[src/hw/rtl/cptd_pkg.sv]
// Package with the constants and types shared by the planar tile decoder.
`timescale 1ns / 1ps

package cptd_pkg;

    // Tile layout of the pattern tables.
    localparam int TILES_PER_ROW   = 16;
    localparam int TILES_PER_TABLE = 256;
    localparam int TABLE_COUNT     = 2;

    // Bytes and rows of one tile.
    localparam int ROWS_PER_TILE  = 8;
    localparam int BYTES_PER_TILE = 16;
    localparam int POS_W          = $clog2(BYTES_PER_TILE);
    localparam int ROW_AW         = $clog2(ROWS_PER_TILE);

    // Counter widths, wide enough to hold the wrap limit itself.
    localparam int COL_CW = $clog2(TILES_PER_ROW + 1);
    localparam int ROW_CW = $clog2(TILES_PER_TABLE + 1);
    localparam int TAB_CW = $clog2(TABLE_COUNT + 1);
    localparam int IDX_W  = $clog2(TILES_PER_TABLE + TILES_PER_ROW + 1) + 1;

    // Field widths of the words on the channels.
    localparam int BYTE_W   = 8;
    localparam int TABLE_W  = 1;
    localparam int TCOL_W   = 4;
    localparam int TROW_W   = 4;
    localparam int PIX_W    = 3;
    localparam int COLOUR_W = 3;

    // Position of a row in flight through the decoder.
    typedef struct packed {
        logic [TAB_CW-1:0] table_num;
        logic [COL_CW-1:0] tile_col;
        logic [ROW_CW-1:0] tile_row;
        logic [ROW_AW-1:0] row;
    } row_meta_t;

endpackage

[src/hw/rtl/cptd_if.sv]
// Handshake interfaces for the pattern byte input and the pixel output.
`timescale 1ns / 1ps

interface cptd_in_if;
    logic                        valid;
    logic                        ready;
    logic [cptd_pkg::BYTE_W-1:0] chr_byte;

    modport source (output valid, output chr_byte, input ready);
    modport sink (input valid, input chr_byte, output ready);
endinterface

interface cptd_out_if;
    logic                          valid;
    logic                          ready;
    logic [cptd_pkg::TABLE_W-1:0]  table_select;
    logic [cptd_pkg::TCOL_W-1:0]   tile_column;
    logic [cptd_pkg::TROW_W-1:0]   tile_row;
    logic [cptd_pkg::PIX_W-1:0]    pixel_x;
    logic [cptd_pkg::PIX_W-1:0]    pixel_y;
    logic [cptd_pkg::COLOUR_W-1:0] colour_code;
    logic                          last;

    modport source (output valid, output table_select, output tile_column, output tile_row,
                    output pixel_x, output pixel_y, output colour_code, output last,
                    input ready);
    modport sink (input valid, input table_select, input tile_column, input tile_row,
                  input pixel_x, input pixel_y, input colour_code, input last,
                  output ready);
endinterface

[src/hw/rtl/chr_planar_tile_decode_top.sv]
// Top level of the planar tile decoder: row store, merge stage and pixel emitter.
//
//  channel   dir  word
//  chr_in    in   one pattern byte (chr_byte)
//  pix_out   out  one nonzero pixel (table, tile, x, y, colour code, last)
//
// A low-plane byte is written into the eight-entry row memory.
// A high-plane byte reads its row from that memory into the merge stage, and
// the merged row then moves into the emitter once it is free, which sends one
// pixel per cycle while pix_out is ready, eight at most; an all-zero row sends none.
// Reset clears all control state; the row memory is not cleared.
// A stall on pix_out holds the emitter, then the merge stage, then chr_in.
`timescale 1ns / 1ps

module chr_planar_tile_decode_top (
    input logic clk,
    input logic rst_n,
    cptd_in_if.sink    chr_in,
    cptd_out_if.source pix_out
);
    import cptd_pkg::*;

    // Row memory for the low plane of the current tile.
    logic [BYTE_W-1:0] row_mem [ROWS_PER_TILE];
    logic [BYTE_W-1:0] rd_data_reg;

    // Byte position and tile position counters.
    logic [POS_W-1:0]  pos_reg, pos_next;
    logic [COL_CW-1:0] col_reg, col_next;
    logic [ROW_CW-1:0] trow_reg, trow_next;
    logic [TAB_CW-1:0] tab_reg, tab_next;

    // Merge stage, waiting on the memory read.
    logic              s1_valid_reg, s1_valid_next;
    row_meta_t         s1_meta_reg;
    logic [BYTE_W-1:0] s1_hi_reg;

    // Emitter holding the remaining pixels of one row, in x order.
    logic              em_valid_reg, em_valid_next;
    logic [BYTE_W-1:0] em_mask_reg, em_mask_next;
    logic [BYTE_W-1:0] em_hi_reg;
    logic [BYTE_W-1:0] em_lo_reg;
    row_meta_t         em_meta_reg;

    logic              in_fire;
    logic              hi_plane;
    logic              out_fire;
    logic              s1_go;
    logic              em_free;
    logic              em_one_left;
    logic              em_load;
    logic [BYTE_W-1:0] s1_hi_rev;
    logic [BYTE_W-1:0] s1_lo_rev;
    logic [BYTE_W-1:0] s1_mask;
    logic [PIX_W-1:0]  em_x;
    logic [COL_CW-1:0] col_inc;
    logic [ROW_CW-1:0] trow_inc;
    logic [TAB_CW-1:0] tab_inc;
    logic [COL_CW-1:0] col_wrap;
    logic [ROW_CW-1:0] trow_wrap;
    logic [IDX_W-1:0]  tile_idx;

    assign hi_plane = pos_reg[POS_W-1];
    assign in_fire  = chr_in.valid && chr_in.ready;
    assign out_fire = em_valid_reg && pix_out.ready;

    // Memory: a low-plane byte writes its row, a high-plane byte reads it.
    always_ff @(posedge clk)
    begin
        if (in_fire && !hi_plane)
        begin
            row_mem[pos_reg[ROW_AW-1:0]] <= chr_in.chr_byte;
        end
        if (in_fire && hi_plane)
        begin
            rd_data_reg <= row_mem[pos_reg[ROW_AW-1:0]];
        end
    end

    // Merge the two planes, reversed so that bit x is pixel x.
    always_comb
    begin
        for (int i = 0; i < BYTE_W; i++)
        begin
            s1_hi_rev[i] = s1_hi_reg[BYTE_W-1-i];
            s1_lo_rev[i] = rd_data_reg[BYTE_W-1-i];
        end
        s1_mask = s1_hi_rev | s1_lo_rev;
    end

    // Handshake between the stages.
    assign em_one_left = (em_mask_reg & (em_mask_reg - BYTE_W'(1))) == '0;
    assign em_free     = !em_valid_reg || (pix_out.ready && em_one_left);
    assign s1_go       = s1_valid_reg && ((s1_mask == '0) || em_free);
    assign em_load     = s1_go && (s1_mask != '0);
    assign chr_in.ready = !s1_valid_reg || s1_go;

    // Tile position advance after the last byte of a tile.
    always_comb
    begin
        pos_next  = pos_reg;
        col_next  = col_reg;
        trow_next = trow_reg;
        tab_next  = tab_reg;
        col_inc   = col_reg + COL_CW'(1);
        trow_inc  = trow_reg + ROW_CW'(1);
        tab_inc   = tab_reg + TAB_CW'(1);
        col_wrap  = col_inc;
        trow_wrap = trow_reg;
        if (col_inc >= COL_CW'(TILES_PER_ROW))
        begin
            col_wrap  = '0;
            trow_wrap = trow_inc;
        end
        tile_idx = IDX_W'(trow_wrap) * IDX_W'(TILES_PER_ROW) + IDX_W'(col_wrap);
        if (in_fire)
        begin
            pos_next = pos_reg + POS_W'(1);
            if (pos_reg == POS_W'(BYTES_PER_TILE - 1))
            begin
                col_next  = col_wrap;
                trow_next = trow_wrap;
                if (tile_idx >= IDX_W'(TILES_PER_TABLE))
                begin
                    col_next  = '0;
                    trow_next = '0;
                    tab_next  = (tab_inc >= TAB_CW'(TABLE_COUNT)) ? '0 : tab_inc;
                end
            end
        end
    end

    // Next state of the merge stage and the emitter.
    always_comb
    begin
        s1_valid_next = s1_valid_reg;
        if (in_fire && hi_plane)
        begin
            s1_valid_next = 1'b1;
        end
        else if (s1_go)
        begin
            s1_valid_next = 1'b0;
        end

        em_valid_next = em_valid_reg;
        em_mask_next  = em_mask_reg;
        if (em_load)
        begin
            em_valid_next = 1'b1;
            em_mask_next  = s1_mask;
        end
        else if (out_fire)
        begin
            em_mask_next = em_mask_reg & (em_mask_reg - BYTE_W'(1));
            if (em_one_left)
            begin
                em_valid_next = 1'b0;
            end
        end
    end

    // Control registers.
    always_ff @(posedge clk or negedge rst_n)
    begin
        if (!rst_n)
        begin
            pos_reg      <= '0;
            col_reg      <= '0;
            trow_reg     <= '0;
            tab_reg      <= '0;
            s1_valid_reg <= 1'b0;
            em_valid_reg <= 1'b0;
            em_mask_reg  <= '0;
        end
        else
        begin
            pos_reg      <= pos_next;
            col_reg      <= col_next;
            trow_reg     <= trow_next;
            tab_reg      <= tab_next;
            s1_valid_reg <= s1_valid_next;
            em_valid_reg <= em_valid_next;
            em_mask_reg  <= em_mask_next;
        end
    end

    // Payload registers of the merge stage and the emitter.
    always_ff @(posedge clk)
    begin
        if (in_fire && hi_plane)
        begin
            s1_hi_reg             <= chr_in.chr_byte;
            s1_meta_reg.table_num <= tab_reg;
            s1_meta_reg.tile_col  <= col_reg;
            s1_meta_reg.tile_row  <= trow_reg;
            s1_meta_reg.row       <= pos_reg[ROW_AW-1:0];
        end
        if (em_load)
        begin
            em_hi_reg   <= s1_hi_rev;
            em_lo_reg   <= s1_lo_rev;
            em_meta_reg <= s1_meta_reg;
        end
    end

    // Lowest remaining pixel is the next one out.
    always_comb
    begin
        em_x = '0;
        for (int i = BYTE_W - 1; i >= 0; i--)
        begin
            if (em_mask_reg[i])
            begin
                em_x = PIX_W'(i);
            end
        end
    end

    // Output word.
    assign pix_out.valid        = em_valid_reg;
    assign pix_out.table_select = TABLE_W'(em_meta_reg.table_num);
    assign pix_out.tile_column  = TCOL_W'(em_meta_reg.tile_col);
    assign pix_out.tile_row     = TROW_W'(em_meta_reg.tile_row);
    assign pix_out.pixel_x      = em_x;
    assign pix_out.pixel_y      = PIX_W'(em_meta_reg.row);
    assign pix_out.colour_code  = COLOUR_W'({em_hi_reg[em_x], em_lo_reg[em_x]}) +
                                  COLOUR_W'(1);
    assign pix_out.last         = em_one_left;

    // An active emitter always has a pixel left to send.
    a_em_nonempty: assert property (@(posedge clk) disable iff (!rst_n)
        em_valid_reg |-> (em_mask_reg != '0))
        else $error("emitter active with no pixel left");

    // A high-plane byte always reaches the merge stage.
    a_s1_fill: assert property (@(posedge clk) disable iff (!rst_n)
        (in_fire && hi_plane) |=> s1_valid_reg)
        else $error("high-plane byte lost before the merge stage");

    // A stalled merge stage keeps its row.
    a_s1_hold: assert property (@(posedge clk) disable iff (!rst_n)
        (s1_valid_reg && !s1_go) |=> (s1_valid_reg && $stable(s1_meta_reg)))
        else $error("merge stage changed while stalled");

    // A byte is taken only when the merge stage can make room.
    a_no_overrun: assert property (@(posedge clk) disable iff (!rst_n)
        (in_fire && s1_valid_reg) |-> s1_go)
        else $error("byte taken over a stalled merge stage");

endmodule

[src/flat_wrapper.sv]
// flat-port wrapper written by rule: the top's interface ports become plain ports
module chr_planar_tile_decode_top_flat import cptd_pkg::*;
  (clk, rst_n, chr_in_valid, chr_in_chr_byte, chr_in_ready, pix_out_valid, pix_out_table_select, pix_out_tile_column, pix_out_tile_row, pix_out_pixel_x, pix_out_pixel_y, pix_out_colour_code, pix_out_last, pix_out_ready);
  cptd_in_if chr_in_i ();
  cptd_out_if pix_out_i ();
  input logic clk;
  input logic rst_n;
  input wire logic [$bits(chr_in_i.valid)-1:0] chr_in_valid;
  input wire logic [$bits(chr_in_i.chr_byte)-1:0] chr_in_chr_byte;
  output wire logic [$bits(chr_in_i.ready)-1:0] chr_in_ready;
  output wire logic [$bits(pix_out_i.valid)-1:0] pix_out_valid;
  output wire logic [$bits(pix_out_i.table_select)-1:0] pix_out_table_select;
  output wire logic [$bits(pix_out_i.tile_column)-1:0] pix_out_tile_column;
  output wire logic [$bits(pix_out_i.tile_row)-1:0] pix_out_tile_row;
  output wire logic [$bits(pix_out_i.pixel_x)-1:0] pix_out_pixel_x;
  output wire logic [$bits(pix_out_i.pixel_y)-1:0] pix_out_pixel_y;
  output wire logic [$bits(pix_out_i.colour_code)-1:0] pix_out_colour_code;
  output wire logic [$bits(pix_out_i.last)-1:0] pix_out_last;
  input wire logic [$bits(pix_out_i.ready)-1:0] pix_out_ready;
  assign chr_in_i.valid = chr_in_valid;
  assign chr_in_i.chr_byte = chr_in_chr_byte;
  assign chr_in_ready = chr_in_i.ready;
  assign pix_out_valid = pix_out_i.valid;
  assign pix_out_table_select = pix_out_i.table_select;
  assign pix_out_tile_column = pix_out_i.tile_column;
  assign pix_out_tile_row = pix_out_i.tile_row;
  assign pix_out_pixel_x = pix_out_i.pixel_x;
  assign pix_out_pixel_y = pix_out_i.pixel_y;
  assign pix_out_colour_code = pix_out_i.colour_code;
  assign pix_out_last = pix_out_i.last;
  assign pix_out_i.ready = pix_out_ready;
  chr_planar_tile_decode_top u_core (.clk(clk), .rst_n(rst_n), .chr_in(chr_in_i), .pix_out(pix_out_i));
endmodule
[config.mk]
export PLATFORM = sky130hd
export DESIGN_NAME = chr_planar_tile_decode_top_flat
export DESIGN_NICKNAME = d
export VERILOG_FILES = /design/src/hw/rtl/cptd_pkg.sv /design/src/hw/rtl/cptd_if.sv /design/src/hw/rtl/chr_planar_tile_decode_top.sv /design/src/flat_wrapper.sv
export SDC_FILE = /design/constraint.sdc
export NUM_CORES = 1
export LEC_CHECK = 0
export ABC_CLOCK_PERIOD_IN_PS = 2950
export BUFFER_PORTS_ARGS = -buffer_cell sky130_fd_sc_hd__buf_4
export CORE_UTILIZATION = 54
export CTS_CLUSTER_DIAMETER = 30
export DETAILED_ROUTE_END_ITERATION = 8
export HOLD_SLACK_MARGIN = 0.15
export PLACE_DENSITY_LB_ADDON = 0.1
export SYNTH_ARGS = -nofsm -noshare
export SYNTH_HDL_FRONTEND = slang
export SYNTH_SLANG_ARGS = --single-unit
[constraint.sdc]
create_clock -name clk -period 2.95 [get_ports clk]
set_input_delay 0.59 -clock clk [delete_from_list [all_inputs] [get_ports clk]]
set_output_delay 0.59 -clock clk [all_outputs]
set_load 0.02 [all_outputs]
== Yosys cells after proc, flatten, opt, wreduce, memory -nomap -nowiden ==
Memory sizes are Yosys's and may differ from the RTL's. A register that Yosys moved wholly into a read port is not among the register bits.
Index checks and enable logic that the tools add are counted.

* Register bits: 78
* Bits in writable memories: 64
* Memories: 1

* Add/subtract/negate cells: 7
* Order comparisons: 4
* Eq/ne operators: 1
* Mux-type cells: 26
* Bitwise operators: 2
* Reduce and logical (&&, ||, !) cells: 24

{| class="wikitable"
|+ Memories
! name !! words !! width !! rd ports !! clocked after Yosys merged registers in !! wr ports !! line !! RTL
|-
| u_core.row_mem || 8 || 8 || 1 || 1 || 1 || chr_planar_tile_decode_top.sv:24 || <nowiki>logic [BYTE_W-1:0] row_mem [ROWS_PER_TILE];</nowiki>
|}

{| class="wikitable"
|+ Operator list
! operator !! number
|-
| two-way mux 3 bit || 8
|-
| two-way mux 9 bit || 2
|-
| logical NOT 8 bit || 2
|-
| two-way mux 8 bit || 2
|-
| adder 10 x 5 -> 10 bit || 1
|-
| greater-or-equal comparator 10 x 9 -> 1 bit (second input constant) || 1
|-
| two-way mux 5 bit || 2
|-
| adder 9 x 1 -> 9 bit (second input constant) || 1
|-
| two-way mux 1 bit || 9
|-
| bitwise AND 8 bit || 1
|-
| bitwise OR 8 bit || 1
|-
| nonzero test 2 bit || 4
|-
| nonzero test 8 bit || 1
|-
| subtractor 8 x 1 -> 8 bit (second input constant) || 1
|-
| logical AND 1 bit || 7
|-
| binary-select mux 1 bit (select 3 bit) || 2
|-
| AND reduction 3 bit || 2
|-
| adder 5 x 1 -> 5 bit (second input constant) || 1
|-
| greater-or-equal comparator 5 bit (second input constant) || 1
|-
| adder 4 x 1 -> 4 bit (second input constant) || 1
|-
| == test 4 bit (second input constant) || 1
|-
| less-than comparator 3 x 4 -> 1 bit (second input constant) || 1
|-
| AND reduction 2 bit || 2
|-
| adder 2 x 1 -> 3 bit (second input constant) || 1
|-
| 5 further kinds || 9
|}

== Depth between registers and ports, before layout ==
* Depth after elaboration: 12
* Mapped depth: 8
* Gate-level depth less buffers: 7

== Least setup slack after synthesis ==
Ideal clock, no wire load.

* Path kind: reg2reg
* From: reg u_core.rd_data_reg[4] (read register of u_core.row_mem)
* To: reg u_core.rd_data_reg[0] (read register of u_core.row_mem), enable pin
* Library setup time: 413 ps
* Arrival time: 2863 ps
* Required time: 2537 ps
* Slack: -326 ps
* Stages on the path, launching flop included: 6
* Path buffers: 0
* Clock period less this slack: 3276 ps
* Path through: edfxtp_1 or4_4 o41ai_4 nand4b_4 nand2_4 nor2_1

* Cells in the longest elaborated chain, start to end: 7

{| class="wikitable"
|+ Ends and longest elaborated chain
! element !! line !! RTL
|-
| start, declared || chr_planar_tile_decode_top.sv:25 || <nowiki>logic [BYTE_W-1:0] rd_data_reg;</nowiki>
|-
| bitwise OR 8 bit || chr_planar_tile_decode_top.sv:88 || <nowiki>s1_mask = s1_hi_rev | s1_lo_rev;</nowiki>
|-
| logical NOT 8 bit || chr_planar_tile_decode_top.sv:94 || <nowiki>assign s1_go = s1_valid_reg && ((s1_mask == '0) || em_free);</nowiki>
|-
| logical OR 1 bit || chr_planar_tile_decode_top.sv:94 ||
|-
| logical AND 1 bit || chr_planar_tile_decode_top.sv:94 ||
|-
| logical OR 1 bit || chr_planar_tile_decode_top.sv:96 || <nowiki>assign chr_in.ready = !s1_valid_reg || s1_go;</nowiki>
|-
| named net chr_in_ready || flat_wrapper.sv:10 || <nowiki>output wire logic [$bits(chr_in_i.ready)-1:0] chr_in_ready;</nowiki>
|-
| logical AND 1 bit || chr_planar_tile_decode_top.sv:64 || <nowiki>assign in_fire = chr_in.valid && chr_in.ready;</nowiki>
|-
| logical AND 1 bit || chr_planar_tile_decode_top.sv:74 || <nowiki>if (in_fire && hi_plane)</nowiki>
|}

The timed path passes the listed nets, and every way through them passes these cells.
A chain may end at the register's enable or synchronous reset.

== Worst setup path in the final report ==
* From: reg u_core.em_mask_reg[1]
* To: out pix_out_colour_code[1]

* Cells in the longest elaborated chain, start to end: 5
* Elaborated cells between the ends (all ways): 7
* Classes of those cells: add/sub (1); mux (6)

{| class="wikitable"
|+ Ends and longest elaborated chain
! element !! line !! RTL
|-
| start, declared || chr_planar_tile_decode_top.sv:40 || <nowiki>logic [BYTE_W-1:0] em_mask_reg, em_mask_next;</nowiki>
|-
| start signal, assigned || chr_planar_tile_decode_top.sv:184 || <nowiki>em_mask_reg <= em_mask_next;</nowiki>
|-
| two-way mux 3 bit (*) (2 in series) || chr_planar_tile_decode_top.sv:213 || <nowiki>if (em_mask_reg[i])</nowiki>
|-
| binary-select mux 1 bit (select 3 bit) || chr_planar_tile_decode_top.sv:227 || <nowiki>assign pix_out.colour_code = COLOUR_W'({em_hi_reg[em_x], em_lo_reg[em_x]}) +</nowiki>
|-
| two-way mux 1 bit (implied by the code) || chr_planar_tile_decode_top.sv:227 ||
|-
| adder 2 x 1 -> 3 bit (*) || chr_planar_tile_decode_top.sv:227 ||
|-
| end, declared || flat_wrapper.sv:17 || <nowiki>output wire logic [$bits(pix_out_i.colour_code)-1:0] pix_out_colour_code;</nowiki>
|}

Mark *: on every way between the ends. The rest lies on a longest branch, timed or not. The select of a mux whose other input is x is not followed.

==> results.cfg <==
[sta]
clock.fmax_mhz = 314
post-route-period-util = 1.08
setup_slack_ns = -0.235
skew_ns = 0.00993
rsz0062_at_grt = yes
setup_violations = 3
final_hold_viol_count = 0
tns_ns = -0.405
tightest_slew_ns = 0.951
drv_slew = 0
fin_crit_ns = 3.18
maxSlewHeadroom = 0.366

[place]
dpl.hpwl_mm = 7.10
dp_worst_setup_slack_ns = 0.199
placed_cell_area_um2 = 6480
numPortBuffers = 32
place_congestion = 0.794

[worst_setup_path]
crit_path_start_kind = flop
cp.arrival_ns = 2.59
crit_slowest_cell = or3_4
cp_num_buf_inv = 1
cp_cell_sequence = or3_4 -> nor3_4 -> mux4_2 -> mux2_4 -> ha_4 -> buf_6
critPathTopFamily = multiplexers
crit_type = reg2out
end_kind = output port
cp.required_ns = 2.36
crit_path_max_fanout = 5
cpPeakStageDelay_ns = 0.41

[synth]
synthCells = 361
seq_area_frac_synth = 0.724
synth-async-reset-ratio = 0.184
synth_cell_types = 51
synth_area_um2 = 5910
yosysWarnings = 0
syn_area_per_cell_um2 = 16.4
synth-seq-cells = 147
synth_top_area_share = 0.610
synth_top_area_cell = edfxtp_1
synthTopCellsByArea = edfxtp_1 61%, dfrtp_1 11%, mux4_2 5.3%
synth-main-ff-cell = edfxtp_1
synth_nets = 378
synth-edff-count = 120

[final_layout]
fin_util = 0.699
fillers = 683
diodes = 0
drive_gt1_frac = 0.344
syn2layout_area_growth_pct = 23.9
multiInputGateArea_um2 = 1610
register_area_um2 = 4280
finish.net_count = 454
postLayoutCellArea_um2 = 7320
largest_reg_flops = 64

[power_and_ir_drop]
ir_drop_mv = 0.996
p_clk_frac = 0.281
p_sw_frac = 0.315
seqPwrFrac = 0.391
combPwrFrac = 0.328
power_density_nw_per_um2 = 1100
switching_power_mw = 2.52
p_leak_nw = 2.70
intPower_mw = 5.49
power.total_mw = 8.01

[status]
violations = negative setup slack
status = finished with violations

[clock_tree]
clk-insertion-delay-late_ns = 0.52
cts_tree = built
root_buffer = clkbuf_8
cts_made_buffers = 17
cts_max_level = 4
clkSinkCount = 147
cts_buffer_depth = 2
path_clk_slew_ns = 0.06

[floorplanning]
fp.coreArea_um2 = 10500
initial_core_util = 0.565
die_h_um = 107
rows = 37
io-pin-count = 33
dieArea_um2 = 11400
die_w_um = 107

[grt]
grt_pass1_wl_mm = 17.6
grt.total_usage = 0.216
grt_max_degree = 45
grt_remaining_overflow = 0
grt_pass1_vias = 3290
antenna_found_initial = 0

[flow_run]
maxCapViolations = 0

[drt]
drc_errors = 0
avgViaCountPerCell = 5.77
ant_nets = 0
drtIter0Drc = 268
wl_per_cell_um = 19.4
vias = 3384
dr.pass1.iters = 5
wl_mm = 11.4

[min_path]
hp-class = in2reg
## area by class of cell
cell class,instances,area share
sequential,147,0.585
multi-input combinational,190,0.220
timing repair buffer,74,0.0812
clock buffer,19,0.0590
clock inverter,13,0.0272
tap,136,0.0233
inverter,7,0.00359
## synth_stat cells (4+ instances only)
cell type / n
ha_1: 5
dfrtp_1: 27
or3_1: 4
and2_1: 4
nor2_1: 14
nand3_1: 12
nand2_1: 17
o21ai_1: 4
clkbuf_1: 10
o21ai_0: 30
edfxtp_1: 120
nor3_1: 8
buf_2: 4
mux4_2: 14
inv_1: 7
mux2_2: 9
mux2i_1: 11
## cell usage in the layout (no fill, tap or decap), types with 4 or more instances in the layout
| cell type | netlist | routed |
|---|---|---|
| and2_1 | 4 | 4 |
| buf_4 | 0 | 68 |
| bufinv_16 | 0 | 4 |
| clkbuf_16 | 0 | 16 |
| clkinv_4 | 0 | 4 |
| dfrtp_1 | 27 | 23 |
| dfrtp_2 | 0 | 4 |
| edfxtp_1 | 120 | 120 |
| ha_1 | 5 | 4 |
| inv_1 | 7 | 7 |
| mux2_2 | 9 | 8 |
| mux2i_1 | 11 | 11 |
| mux4_2 | 14 | 14 |
| nand2_1 | 17 | 16 |
| nand3_1 | 12 | 12 |
| nor2_1 | 14 | 13 |
| nor3_1 | 8 | 8 |
| o21ai_0 | 30 | 30 |
| or4_4 | 3 | 4 |
## power groups by stage
stage | combinational (mW) | sequential [mW] | clock (mW)
finish | 2.63 | 3.13 | 2.25
global route | 2.82 | 3.19 | 2.37
CTS | 2.49 | 3.13 | 2.28
detailed placement | 2.25 | 3.16 | 0
global placement | 2.22 | 3.14 | 0
floorplan | 1.56 | 2.99 | 0
## per-stage QoR
stage | hold WS (ns) | cells
after floorplan | 0.294 | 361
after global placement | 0.402 | 539
after detailed placement | 0.405 | 539
after CTS | 0.290 | 577
after global routing | 0.299 | 586
final | 0.311 | 586
## path summary, 6_finish.rpt
path                                                   start                                     to  slack [ns]  cells past startpoint
setup / recovery           u_core.em_mask_reg[1]$_DFFE_PN0P_                 pix_out_colour_code[1]       -0.23                      6
hold / removal                            chr_in_chr_byte[2]          u_core.s1_hi_reg[2]$_DFFE_PP_        0.31                      1
setup reg to reg               u_core.s1_hi_reg[3]$_DFFE_PP_         u_core.row_mem[2][3]$_DFFE_PP_        0.15                      8
hold reg to reg             u_core.s1_meta_reg[17]$_DFFE_PP_  u_core.pix_out.table_select$_DFFE_PP_        0.42                      0
max in group asynchronous                              rst_n      u_core.em_mask_reg[5]$_DFFE_PN0P_        2.14                      2
min in group asynchronous                              rst_n      u_core.em_mask_reg[1]$_DFFE_PN0P_        0.52                      2
## layer usage
layer,GRT usage,vias to the layer above,share of wire
li1,-,1568,-
met1,0.284,1688,0.43
met2,0.344,109,0.50
met3,0.0426,19,0.043
met4,0.114,0,0.021
met5,0,-,0
## what timing repair did
item,in CTS,in global routing
endpoints found under the hold margin,27,0
buffers inserted,6,9
setup endpoints to repair,4,44
pin swaps,3,4
resized for setup,12,8
hold buffers,1,0
## logic make-up after synthesis
group,count (synthesis),share of synthesized area
buf+inv,24,0.0186
simple gates,89,0.0879
flops,147,0.724
compound gates,58,0.0633
mux,34,0.0892
xor+xnor,4,0.00593
fa+ha+maj,5,0.0106
Power figures use the tool's default switching activity.
